--- config.mk ---
export PLATFORM = sky130hd
export DESIGN_NAME = inversion_table_to_permutation_unit
export DESIGN_NICKNAME = d
export VERILOG_FILES = /design/src/sv/itp_pkg.sv /design/src/sv/itp_ctrl.sv /design/src/sv/itp_datapath.sv /design/src/sv/inversion_table_to_permutation_unit.sv
export VERILOG_INCLUDE_DIRS = /design/src /design/src/sv
export SDC_FILE = /design/constraint.sdc
export NUM_CORES = 1
export LEC_CHECK = 0
export ABC_AREA = 1
export BUFFER_PORTS_ARGS = -buffer_cell sky130_fd_sc_hd__clkbuf_2
export CORE_AREA = 2 2 202 124
export DETAILED_ROUTE_END_ITERATION = 10
export DIE_AREA = 0 0 204 126
export RECOVER_POWER = 25
export SLEW_MARGIN = 30
export SYNTH_ARGS = -nofsm -noshare
export SYNTH_HDL_FRONTEND = slang
export SYNTH_SLANG_ARGS = --single-unit
--- constraint.sdc ---
create_clock -name clk -period 4.65 [get_ports clk]
set_clock_uncertainty 0.1 [all_clocks]
set_input_delay 0.2325 -clock clk [delete_from_list [all_inputs] [get_ports clk]]
set_output_delay 0.2325 -clock clk [all_outputs]
set_load 0.005 [all_outputs]
--- src/sv/inversion_table_to_permutation_unit_macros.svh ---
// Assertion macros for the inversion table decoder
`ifndef INVERSION_TABLE_TO_PERMUTATION_UNIT_MACROS_SVH
`define INVERSION_TABLE_TO_PERMUTATION_UNIT_MACROS_SVH

// same-cycle implication, sampled on clk, off while arst_n is low
`define ITP_ASSERT_NOW(label, ante, cons) \
	label: assert property (@(posedge clk) disable iff (!arst_n) (ante) |-> (cons)) \
		else $error("itp: same-cycle check failed");

// next-cycle implication
`define ITP_ASSERT_NEXT(label, ante, cons) \
	label: assert property (@(posedge clk) disable iff (!arst_n) (ante) |=> (cons)) \
		else $error("itp: next-cycle check failed");

`endif

--- src/sv/itp_pkg.sv ---
// Shared constants and controller/datapath interface types
`default_nettype none

package itp_pkg;

	localparam int MAX_ITEMS_DEFAULT = 16;
	localparam int COUNT_W           = 5;
	localparam int ENTRY_W           = 4;
	localparam int INDEX_OUT_W       = 4;

	localparam logic [COUNT_W-1:0] COUNT_RESET = 5'd16;

	typedef struct packed {
		logic load;      // store an entry at the load position
		logic dec_init;  // point the decoder at the highest item
		logic rd;        // read entry of the current item
		logic ins;       // insert current item into the slot row
		logic out_init;  // load the slot countdown
		logic shift;     // drop the head slot after an output transaction
	} itp_cmd_t;

	typedef struct packed {
		logic load_last;  // load position is N-1
		logic ins_last;   // current item is item 0
		logic out_last;   // one slot left to send
	} itp_status_t;

endpackage

`default_nettype wire

--- src/sv/itp_ctrl.sv ---
// Sequencer: load, decode (read/insert per item) and drain phases
`default_nettype none

module itp_ctrl
	import itp_pkg::*;
(
	input  wire logic        clk,
	input  wire logic        arst_n,
	input  wire logic        in_valid,
	input  wire logic        out_ready,
	input  wire itp_status_t status,
	output itp_cmd_t         cmd,
	output logic             in_ready,
	output logic             out_valid
);

	localparam logic [1:0] ST_LOAD = 2'd0;
	localparam logic [1:0] ST_RD   = 2'd1;
	localparam logic [1:0] ST_INS  = 2'd2;
	localparam logic [1:0] ST_OUT  = 2'd3;

	logic [1:0] state_q;
	logic [1:0] state_d;

	assign in_ready  = (state_q == ST_LOAD);
	assign out_valid = (state_q == ST_OUT);

	always_comb begin
		cmd          = '0;
		cmd.load     = in_valid && in_ready;
		cmd.dec_init = cmd.load && status.load_last;
		cmd.rd       = (state_q == ST_RD);
		cmd.ins      = (state_q == ST_INS);
		cmd.out_init = cmd.ins && status.ins_last;
		cmd.shift    = out_valid && out_ready;
	end

	always_comb begin
		state_d = state_q;
		unique case (state_q)
			ST_LOAD: begin
				if (cmd.dec_init) state_d = ST_RD;
			end
			ST_RD: state_d = ST_INS;
			ST_INS: begin
				state_d = status.ins_last ? ST_OUT : ST_RD;
			end
			ST_OUT: begin
				if (cmd.shift && status.out_last) state_d = ST_LOAD;
			end
			default: state_d = ST_LOAD;
		endcase
	end

	always_ff @(posedge clk or negedge arst_n) begin
		if (!arst_n) begin
			state_q <= ST_LOAD;
		end else begin
			state_q <= state_d;
		end
	end

endmodule

`default_nettype wire

--- src/sv/itp_datapath.sv ---
// Count register, entry memory, insertion slot row and counters
`default_nettype none

module itp_datapath
	import itp_pkg::*;
#(
	parameter int MAX_ITEMS = MAX_ITEMS_DEFAULT
) (
	input  wire logic                         clk,
	input  wire logic                         arst_n,
	input  wire logic                         cfg_we,
	input  wire logic [COUNT_W-1:0]           cfg_count,
	input  wire logic [ENTRY_W-1:0]           entry_in,
	input  wire itp_cmd_t                     cmd,
	output itp_status_t                       status,
	output logic [$clog2(MAX_ITEMS)-1:0]      head_index
);

	localparam int IW = $clog2(MAX_ITEMS);
	localparam int CW = $clog2(MAX_ITEMS + 1);
	localparam int EW = (CW > ENTRY_W) ? CW : ENTRY_W;
	localparam int MW = (COUNT_W > CW) ? COUNT_W : CW;

	logic [COUNT_W-1:0] count_q;
	logic [IW-1:0]      k_q;
	logic [IW-1:0]      i_q;
	logic [CW-1:0]      rem_q;
	logic [ENTRY_W-1:0] entry_rd_q;

	logic [ENTRY_W-1:0] entry_mem [MAX_ITEMS];
	logic [IW-1:0]      order_q   [MAX_ITEMS];
	logic [IW-1:0]      order_ins [MAX_ITEMS];

	logic [MW-1:0] cnt_ext;
	logic [MW-1:0] n_wide;
	logic [CW-1:0] n;
	logic [IW-1:0] kk;
	logic [CW-1:0] lim;
	logic [EW-1:0] e;

	// effective item count: 0 acts as 1, above capacity acts as capacity
	always_comb begin
		cnt_ext = MW'(count_q);
		priority if (cnt_ext == '0) begin
			n_wide = MW'(1);
		end else if (cnt_ext > MW'(MAX_ITEMS)) begin
			n_wide = MW'(MAX_ITEMS);
		end else begin
			n_wide = cnt_ext;
		end
		n = n_wide[CW-1:0];
	end

	assign kk  = (CW'(k_q) >= n) ? '0 : k_q;
	assign lim = n - CW'(1) - CW'(i_q);
	// entry clamped to the number of larger items already placed
	assign e   = (EW'(entry_rd_q) > EW'(lim)) ? EW'(lim) : EW'(entry_rd_q);

	assign status.load_last = (CW'(kk) == (n - CW'(1)));
	assign status.ins_last  = (i_q == '0);
	assign status.out_last  = (rem_q == CW'(1));

	assign head_index = order_q[0];

	// list insertion: cells from position e onward move one place along
	always_comb begin
		order_ins[0] = (e == '0) ? i_q : order_q[0];
		for (int j = 1; j < MAX_ITEMS; j++) begin
			if (EW'(j) == e) begin
				order_ins[j] = i_q;
			end else if (EW'(j) > e) begin
				order_ins[j] = order_q[j-1];
			end else begin
				order_ins[j] = order_q[j];
			end
		end
	end

	always_ff @(posedge clk or negedge arst_n) begin
		if (!arst_n) begin
			count_q <= COUNT_RESET;
			k_q     <= '0;
			i_q     <= '0;
			rem_q   <= '0;
		end else begin
			if (cfg_we) begin
				count_q <= cfg_count;
				k_q     <= '0;
			end else if (cmd.load) begin
				k_q <= status.load_last ? '0 : kk + IW'(1);
			end
			if (cmd.dec_init) begin
				i_q <= IW'(n - CW'(1));
			end else if (cmd.ins) begin
				i_q <= i_q - IW'(1);
			end
			if (cmd.out_init) begin
				rem_q <= n;
			end else if (cmd.shift) begin
				rem_q <= rem_q - CW'(1);
			end
		end
	end

	always_ff @(posedge clk) begin
		if (cmd.load) begin
			entry_mem[kk] <= entry_in;
		end
		if (cmd.rd) begin
			entry_rd_q <= entry_mem[i_q];
		end
	end

	always_ff @(posedge clk) begin
		if (cmd.ins) begin
			for (int j = 0; j < MAX_ITEMS; j++) begin
				order_q[j] <= order_ins[j];
			end
		end else if (cmd.shift) begin
			for (int j = 0; j < MAX_ITEMS - 1; j++) begin
				order_q[j] <= order_q[j+1];
			end
		end
	end

endmodule

`default_nettype wire

--- src/sv/inversion_table_to_permutation_unit.sv ---
// Top level of the inversion table to permutation decoder
//
//   channel  | direction | signals
//   ---------+-----------+---------------------------------------------
//   cfg      | in        | cfg_valid, cfg_ready, module_count
//   in       | in        | in_valid, in_ready, larger_before
//   out      | out       | out_valid, out_ready, module_index, last_slot
//
// Entries load one per in transaction; entries before the last give no results.
// After the N-th entry the decoder handles the items one at a time (entry memory
// read, then one insertion into the slot row), and then drains N slots, one
// per out transaction. Input is not taken during decode or drain.
// Reset clears the count (to 16), the load position and the sequencer.
// A stalled out channel holds the head slot; a cfg write resets the load position.
`default_nettype none

module inversion_table_to_permutation_unit
	import itp_pkg::*;
#(
	parameter int MAX_ITEMS = MAX_ITEMS_DEFAULT
) (
	input  wire logic                   clk,
	input  wire logic                   arst_n,
	input  wire logic                   cfg_valid,
	output logic                        cfg_ready,
	input  wire logic [COUNT_W-1:0]     module_count,
	input  wire logic                   in_valid,
	output logic                        in_ready,
	input  wire logic [ENTRY_W-1:0]     larger_before,
	output logic                        out_valid,
	input  wire logic                   out_ready,
	output logic [INDEX_OUT_W-1:0]      module_index,
	output logic                        last_slot
);

	`include "inversion_table_to_permutation_unit_macros.svh"

	localparam int IW = $clog2(MAX_ITEMS);

	itp_cmd_t      cmd;
	itp_status_t   status;
	logic [IW-1:0] head_index;
	logic [IW+INDEX_OUT_W-1:0] head_ext;

	assign cfg_ready = 1'b1;

	itp_ctrl u_ctrl (
		.clk       (clk),
		.arst_n    (arst_n),
		.in_valid  (in_valid),
		.out_ready (out_ready),
		.status    (status),
		.cmd       (cmd),
		.in_ready  (in_ready),
		.out_valid (out_valid)
	);

	itp_datapath #(
		.MAX_ITEMS (MAX_ITEMS)
	) u_datapath (
		.clk        (clk),
		.arst_n     (arst_n),
		.cfg_we     (cfg_valid && cfg_ready),
		.cfg_count  (module_count),
		.entry_in   (larger_before),
		.cmd        (cmd),
		.status     (status),
		.head_index (head_index)
	);

	assign head_ext     = {{INDEX_OUT_W{1'b0}}, head_index};
	assign module_index = head_ext[INDEX_OUT_W-1:0];
	assign last_slot    = status.out_last;

	`ITP_ASSERT_NOW(a_no_load_while_draining, out_valid, !in_ready)
	`ITP_ASSERT_NEXT(a_final_slot_ends_drain, out_valid && out_ready && last_slot, in_ready && !out_valid)
	`ITP_ASSERT_NEXT(a_drain_continues, out_valid && out_ready && !last_slot, out_valid)

endmodule

`default_nettype wire
==> reports/qor.txt, run 1 <==
synthesized area: 8480 µm²
Clock transition at path regs: 0.06 ns
HP Class: input pin to flip-flop
Synth Area in Compound Gates: 0.0717
# diodes: 0
Most used DFF post-synth: edfxtp_1
worst hold slack: 0.0529 ns
max-slew violation count: 0
period utilisation layout: 0.946
fmax: 227 MHz
Layout area overhead: 13.8%
fraction of layout instances using a drive strength above 1: 0.128
mux cell area share after synthesis: 0.00266
H-Tree Depth: 4
clock root cell: clkbuf_16
Yosys cell types: 39
Comb pwr share: 0.545
family with the most delay on the worst path: simple AND/OR/NAND/NOR gates
critical path buffer and inverter count: 4
register area share after synthesis: 0.527
Remaining DRCs: 0
fillcell total: 2400
final hold vios: 0
fin area: 9650 µm²
crit path cell chain: inv_2 > nand4_1 > nand2_1 > inv_1 > ha_1 > inv_1 > xor2_2 > ha_4 > a21oi_1 > nand2_1 > xnor2_1 > ha_1 > nand2_1 > o21bai_1 > a21oi_2 > buf_4 > nand2_4 > nand2_2 > nand2_4 > nor2_4 > nand2_2 > nand3_1 > nand2_1 > nand2_1
Sink Count: 152
Slowest-stage cell, CP: dfstp_2
Rows: 44
most used cell, CP: nand2_1
non-filler instance count after layout: 1333
share of the synthesized area in the top cell type: 0.467
dpl cell area: 8920 µm²
Layout Nets: 1034
Leak: 4.14 nW
average wire per standard cell: 16.1 µm
highest net fanout along the worst path: 7
Post-Synth Simple-Gate Area: 0.277
Crit. End Element: flip-flop
top-count cell post-synth: nand2_1
power share of the clock group: 0.175
Adder-Cell Fraction of Synth Area: 0.0333
Arrival @ worst endpoint: 4.42 ns
ANT nets after route: 0
VDD IR max: 0.000588 V
main combinational cell family by area after synthesis: simple AND/OR/NAND/NOR gates
number of enable flip-flop cells after synthesis: 132
Port Buffer Count: 20
Critical Path Start Type: flip-flop
FFs w/ async S/R, synth: 0.132
die height: 126 µm
Die X-Extent: 204 µm
Synth area leader: edfxtp_1
final core occ: 0.404
core outline area: 23900 µm²
Int Pwr: 4.17 mW
1st-iter DRT viols: 774
xor-xnor portion of the synthesized cell area: 0.00826
Tmin final: 4.40 ns
pwr dens: 829 nW/µm²
flops & latches, synth: 152
HPWL Detailed: 15000 µm
vias in the first global route: 6299
Crit Path Class: flip-flop to flip-flop
setup_tns: 0 ns
CTS tree: built
Starting Density: 0.355
clk_lat worst skew: 0.44 ns
dpl cells: 1291
first-pass GRT wire length: 34700 µm
Max Buffers Root-to-Sink: 2
largest net degree at the start of global routing: 51
initial antenna violation count: 0
maxcap violations: 0
total track usage: 0.174
GR Overflow Total: 0
hold-critical path depth: 3
P_sw: 3.83 mW
Stages on worst setup path: 24
Commonest cells post-synth: nand2_1, nand3_1, edfxtp_1
actual slew at the worst max-slew pin: 1.20 ns
Synth Net Count: 1010
Ports: 22
top post-synthesis cells by area: edfxtp_1, nand2_1, nand3_1, dfrtp_1, inv_1
CP peak stage delay: 0.58 ns
Seq pwr share: 0.280
Vias: 6767
Avg Synthesized Cell Area: 8.71 µm²
Reg2Reg Depth: 24
drt via density: 5.08
Worst EP required: 4.67 ns
1st-pass router iterations: 5
CTS buffer count: 17
outcome: completed
RePlAce Congestion: 0.827
die area: 25700 µm²
WL final: 21500 µm
synth warn: 0
switching fraction of total power: 0.479
Post-Syn Instances: 974
Slew headroom: 0.201
Final setup viols: 0
-- layout by cell type (no fill, tap or decap), types with 4 or more instances in the layout --
master,Yosys,final
clkbuf_1,34,6
dfrtp_1,19,19
nand2_4,4,6
inv_1,107,107
inv_6,0,4
o21ai_0,47,47
edfxtp_1,132,132
inv_8,0,5
clkbuf_2,0,15
nand2_2,14,13
a21oi_1,14,12
o21ai_1,5,4
nor2_4,11,12
nor2_1,74,72
xor2_1,7,5
clkbuf_16,0,17
o22ai_1,14,14
nand4_1,10,10
o211ai_1,5,5
buf_4,9,29
o221ai_1,7,7
nand3_1,144,144
nand2_1,261,261
ha_1,21,20
dlygate4sd3_1,0,6
-- final timing paths --
check,to,start,slack (ns)
hold / removal,u_datapath.cnt_ext[4],cfg_valid,0.05
min in group asynchronous,u_datapath.k_q[1],arst_n,0.47
setup reg to reg,u_datapath.order_q[1][11],u_datapath.cnt_ext[4],0.25
setup / recovery,u_datapath.order_q[1][11],u_datapath.cnt_ext[4],0.25
hold reg to reg,u_datapath.order_q[1][24],u_datapath.order_q[1][28],0.42
max in group asynchronous,u_datapath.i_q[2],arst_n,3.27
-- layer usage --
layer	part of all wire	GRT usage	vias up
li1	-	-	3300
met1	0.53	0.289	3216
met2	0.38	0.220	231
met3	0.075	0.0357	20
met4	0.012	0.0507	0
met5	0	0	-
-- what timing repair did --
item                                    in CTS  in global routing
endpoints found under the setup margin       4                120
cloned                                       0                  1
pin swaps                                    0                  6
gates resized for setup                      3                  8
hold buffers                                 6                  0
endpoints found under the hold margin       24                  0
buffers inserted                             0                  3
-- power groups by stage --
stage / Sequential, mW / Clock, mW / Combinational (mW)
floorplan: 2.17 / 0 / 3.23
global placement: 2.26 / 0 / 4.10
detailed placement: 2.26 / 0 / 4.14
CTS: 2.23 / 1.42 / 4.19
global route: 2.27 / 1.47 / 4.91
finish: 2.24 / 1.40 / 4.36
-- kinds of logic after synthesis --
kind of cell	Yosys count
other	1
AO/OA/AOI/OAI	102
XOR/XNOR	8
adder cells (fa/ha/maj)	22
buffers and inverters	162
flip-flops	152
AND/OR/NAND/NOR	525
multiplexers	2
-- per-stage QoR --
step | setup WS (ns) | power [mW]
floorplan | 0.271 | 5.41
global placement | 0.137 | 6.36
detailed placement | -0.00403 | 6.40
CTS | 0.00127 | 7.84
global route | -0.0182 | 8.66
finish | 0.251 | 8.00
-- layout make-up --
class,count,area (µm²),area share
Sequential cell,152,4470,0.463
Multi-Input combinational cell,661,3410,0.354
Clock buffer,18,429,0.0445
Inverter,111,417,0.0432
Tap cell,322,403,0.0417
Timing Repair Buffer,55,372,0.0385
Clock inverter,14,154,0.0159
-- tightest hold or removal path, delay by kind of cell --
kind                   cells  cell delay [ns]
AO/OA/AOI/OAI              1             0.08
buffers and inverters      1             0.17
AND/OR/NAND/NOR            1             0.08
-- state kept, by name (all words and copies together), names as in the netlist --
register	cells
u_ctrl.state_q	2
u_datapath.cnt_ext	5
u_datapath.entry_mem	64
u_datapath.entry_rd_q	4
u_datapath.i_q	4
u_datapath.k_q	4
u_datapath.order_q	64
u_datapath.rem_q	5
No activity file was read; power rests on OpenSTA's default activity.
==> run 2, diff against run 1 <==
RECOVER_POWER = unset   (was 25)
==> run 2 against run 1 <==
Net effect: via count is essentially flat; highest routed layer unchanged; setup slack lost 0.0036 ns; flip-flop and latch count is the same; critical path depth is the same.
==> reports/qor.txt, run 2 (same netlist as run 1, synthesis figures left out) <==
fmax: 227 MHz (about the same)
first-pass GRT wire length: 34700 µm (unchanged)
clock root cell: clkbuf_16
Largest regs: u_datapath.entry_mem: 64 flops, u_datapath.order_q: 64 flops
reg2reg end: u_datapath.order_q[1][11]
routed wl met3: 1720 µm (+6.2%)
Layout Nets: 1034 (unchanged)
most frequent cells in the layout: nand2_1, nand3_1, edfxtp_1
Starting Density: 0.355 (unchanged)
Leak: 4.15 nW (+0.36%)
fraction of layout instances using a drive strength above 1: 0.133 (+0.00495)
maxcap violations: 0 (unchanged)
Layout area overhead: 13.9% (about the same)
actual slew at the worst max-slew pin: 0.949 ns (-0.249 ns)
top routing layer in use: met4
WL final: 21500 µm (about the same)
Tmin final: 4.40 ns (+0.00359 ns)
Reg2Reg Depth: 24 (unchanged)
Tot Pwr: 8.02 mW (+0.15%)
vias in the first global route: 6299 (unchanged)
HP Class: input pin to flip-flop
final hold vios: 0 (unchanged)
max-slew violation count: 0 (unchanged)
# diodes: 0 (unchanged)
period utilisation layout: 0.947 (about the same)
CP endpoint: u_datapath.order_q[1][11]
H-Tree Depth: 4 (unchanged)
initial antenna violation count: 0 (unchanged)
1st-pass router iterations: 7 (+2)
PnR worst setup slack: 0.247 ns (-0.00359 ns)
GR Overflow Total: 0 (unchanged)
setup_tns: 0 ns (unchanged)
Critical Path Start Type: flip-flop
CP startpoint: u_datapath.cnt_ext[4]
core outline area: 23900 µm² (unchanged)
ANT nets after route: 0 (unchanged)
HPWL Detailed: 15000 µm (unchanged)
Crit Path Class: flip-flop to flip-flop
1st-iter DRT viols: 758 (-2.1%)
Max Buffers Root-to-Sink: 2 (unchanged)
Crit. End Element: flip-flop
FF-to-FF Start: u_datapath.cnt_ext[4]
Die X-Extent: 204 µm (unchanged)
Port Buffer Count: 20 (unchanged)
Slew headroom: 0.364 (+0.162)
Vias: 6764 (-0.044%)
routed wl met2: 8130 µm (about the same)
hold path start: cfg_valid
Arrival @ worst endpoint: 4.43 ns (about the same)
final core occ: 0.404 (about the same)
DP Worst Slack: -0.00403 ns (unchanged)
Rows: 44 (unchanged)
CTS buffer count: 17 (unchanged)
Clock transition at path regs: 0.06 ns (about the same)
die height: 126 µm (unchanged)
Remaining DRCs: 0 (unchanged)
wl on met1: 11400 µm (-0.49%)
Final setup viols: 0 (unchanged)
pwr dens: 830 nW/µm² (about the same)
largest net degree at the start of global routing: 51 (unchanged)
drt via density: 5.07 (about the same)
Sink Count: 152 (unchanged)
total track usage: 0.174 (unchanged)
most common cell after layout, fill and taps aside: nand2_1
CTS tree: built
die area: 25700 µm² (unchanged)
RePlAce Congestion: 0.827 (unchanged)
clk_lat worst skew: 0.44 ns (about the same)
Worst EP required: 4.67 ns (about the same)
Ports: 22 (unchanged)
outcome: completed
VDD IR max: 0.000590 V (+0.23%)
average wire per standard cell: 16.1 µm (about the same)
Worst R2R Setup Slack: 0.25 ns (about the same)
highest net fanout along the worst path: 7 (unchanged)
-- run 2: cell counts in the layout (fill, tap and decap cells not counted) --
No cell type changed its count.
-- run 2: worst min path at each step --
| stage | to | slack [ns] | depth (start not counted) |
|---|---|---|---|
| after floorplan | u_ctrl.state_q[0] | -0.16 | 0 |
| after global placement | u_datapath.cnt_ext[2] | 0.15 | 1 |
| after detailed placement | u_datapath.cnt_ext[1] | 0.15 | 1 |
| after CTS | u_datapath.cnt_ext[4] | 0.05 | 3 |
| after global routing | u_datapath.cnt_ext[0] | 0.08 | 2 |
| final | u_datapath.cnt_ext[4] | 0.05 | 3 |
-- run 2: what timing repair did --
item	in CTS	in global routing
hold buffers	6	0
gates cloned	0	1
endpoints found under the setup margin	4	120
resized for setup	3	8
buffers inserted	0	3
hold endpoints to repair	24	0
pin swaps	0	6
-- run 2: power by group --
group | internal (mW) | switching, mW
clock network | 0.763 | 0.639
logic | 1.37 | 3.00
registers | 2.04 | 0.204
total | 4.17 | 3.85
-- run 2: cell type report --
class	count	area (µm²)
Multi-Input combinational cell	661	3410
Timing Repair Buffer	55	378
Sequential cell	152	4470
Inverter	111	417
Fill cell	2395	14200
Clock buffer	18	429
Tap cell	322	403
Clock inverter	14	154
-- run 2: routing by layer --
layer	up-vias	track usage
met5	-	0
met4	0	0.0507
met3	18	0.0357
met2	225	0.220
met1	3221	0.289
li1	3300	-
-- run 2: worst max-delay path, stage by stage (launching register included) --
cell and delay (ns):
dfstp_2 0.58, inv_2 0.09, nand4_1 0.09, nand2_1 0.09, inv_1 0.10, ha_1 0.18, inv_1 0.09, xor2_2 0.24
ha_4 0.26, a21oi_1 0.13, nand2_1 0.08, xnor2_1 0.16, ha_1 0.31, nand2_1 0.07, o21bai_1 0.16, a21oi_2 0.25
buf_4 0.17, nand2_4 0.08, nand2_2 0.09, nand2_4 0.09, nor2_4 0.21, nand2_2 0.12, nand3_1 0.09, nand2_1 0.05
nand2_1 0.20
-- run 2: through the flow --
step / cell area, µm² / cells / hold WS, ns
floorplan: 8480 / 974 / -0.163
global placement: 8920 / 1291 / 0.148
global route: 9660 / 1333 / 0.0808
finish: 9660 / 1333 / 0.0531
CTS: 9580 / 1329 / 0.0468
detailed placement: 8920 / 1291 / 0.150
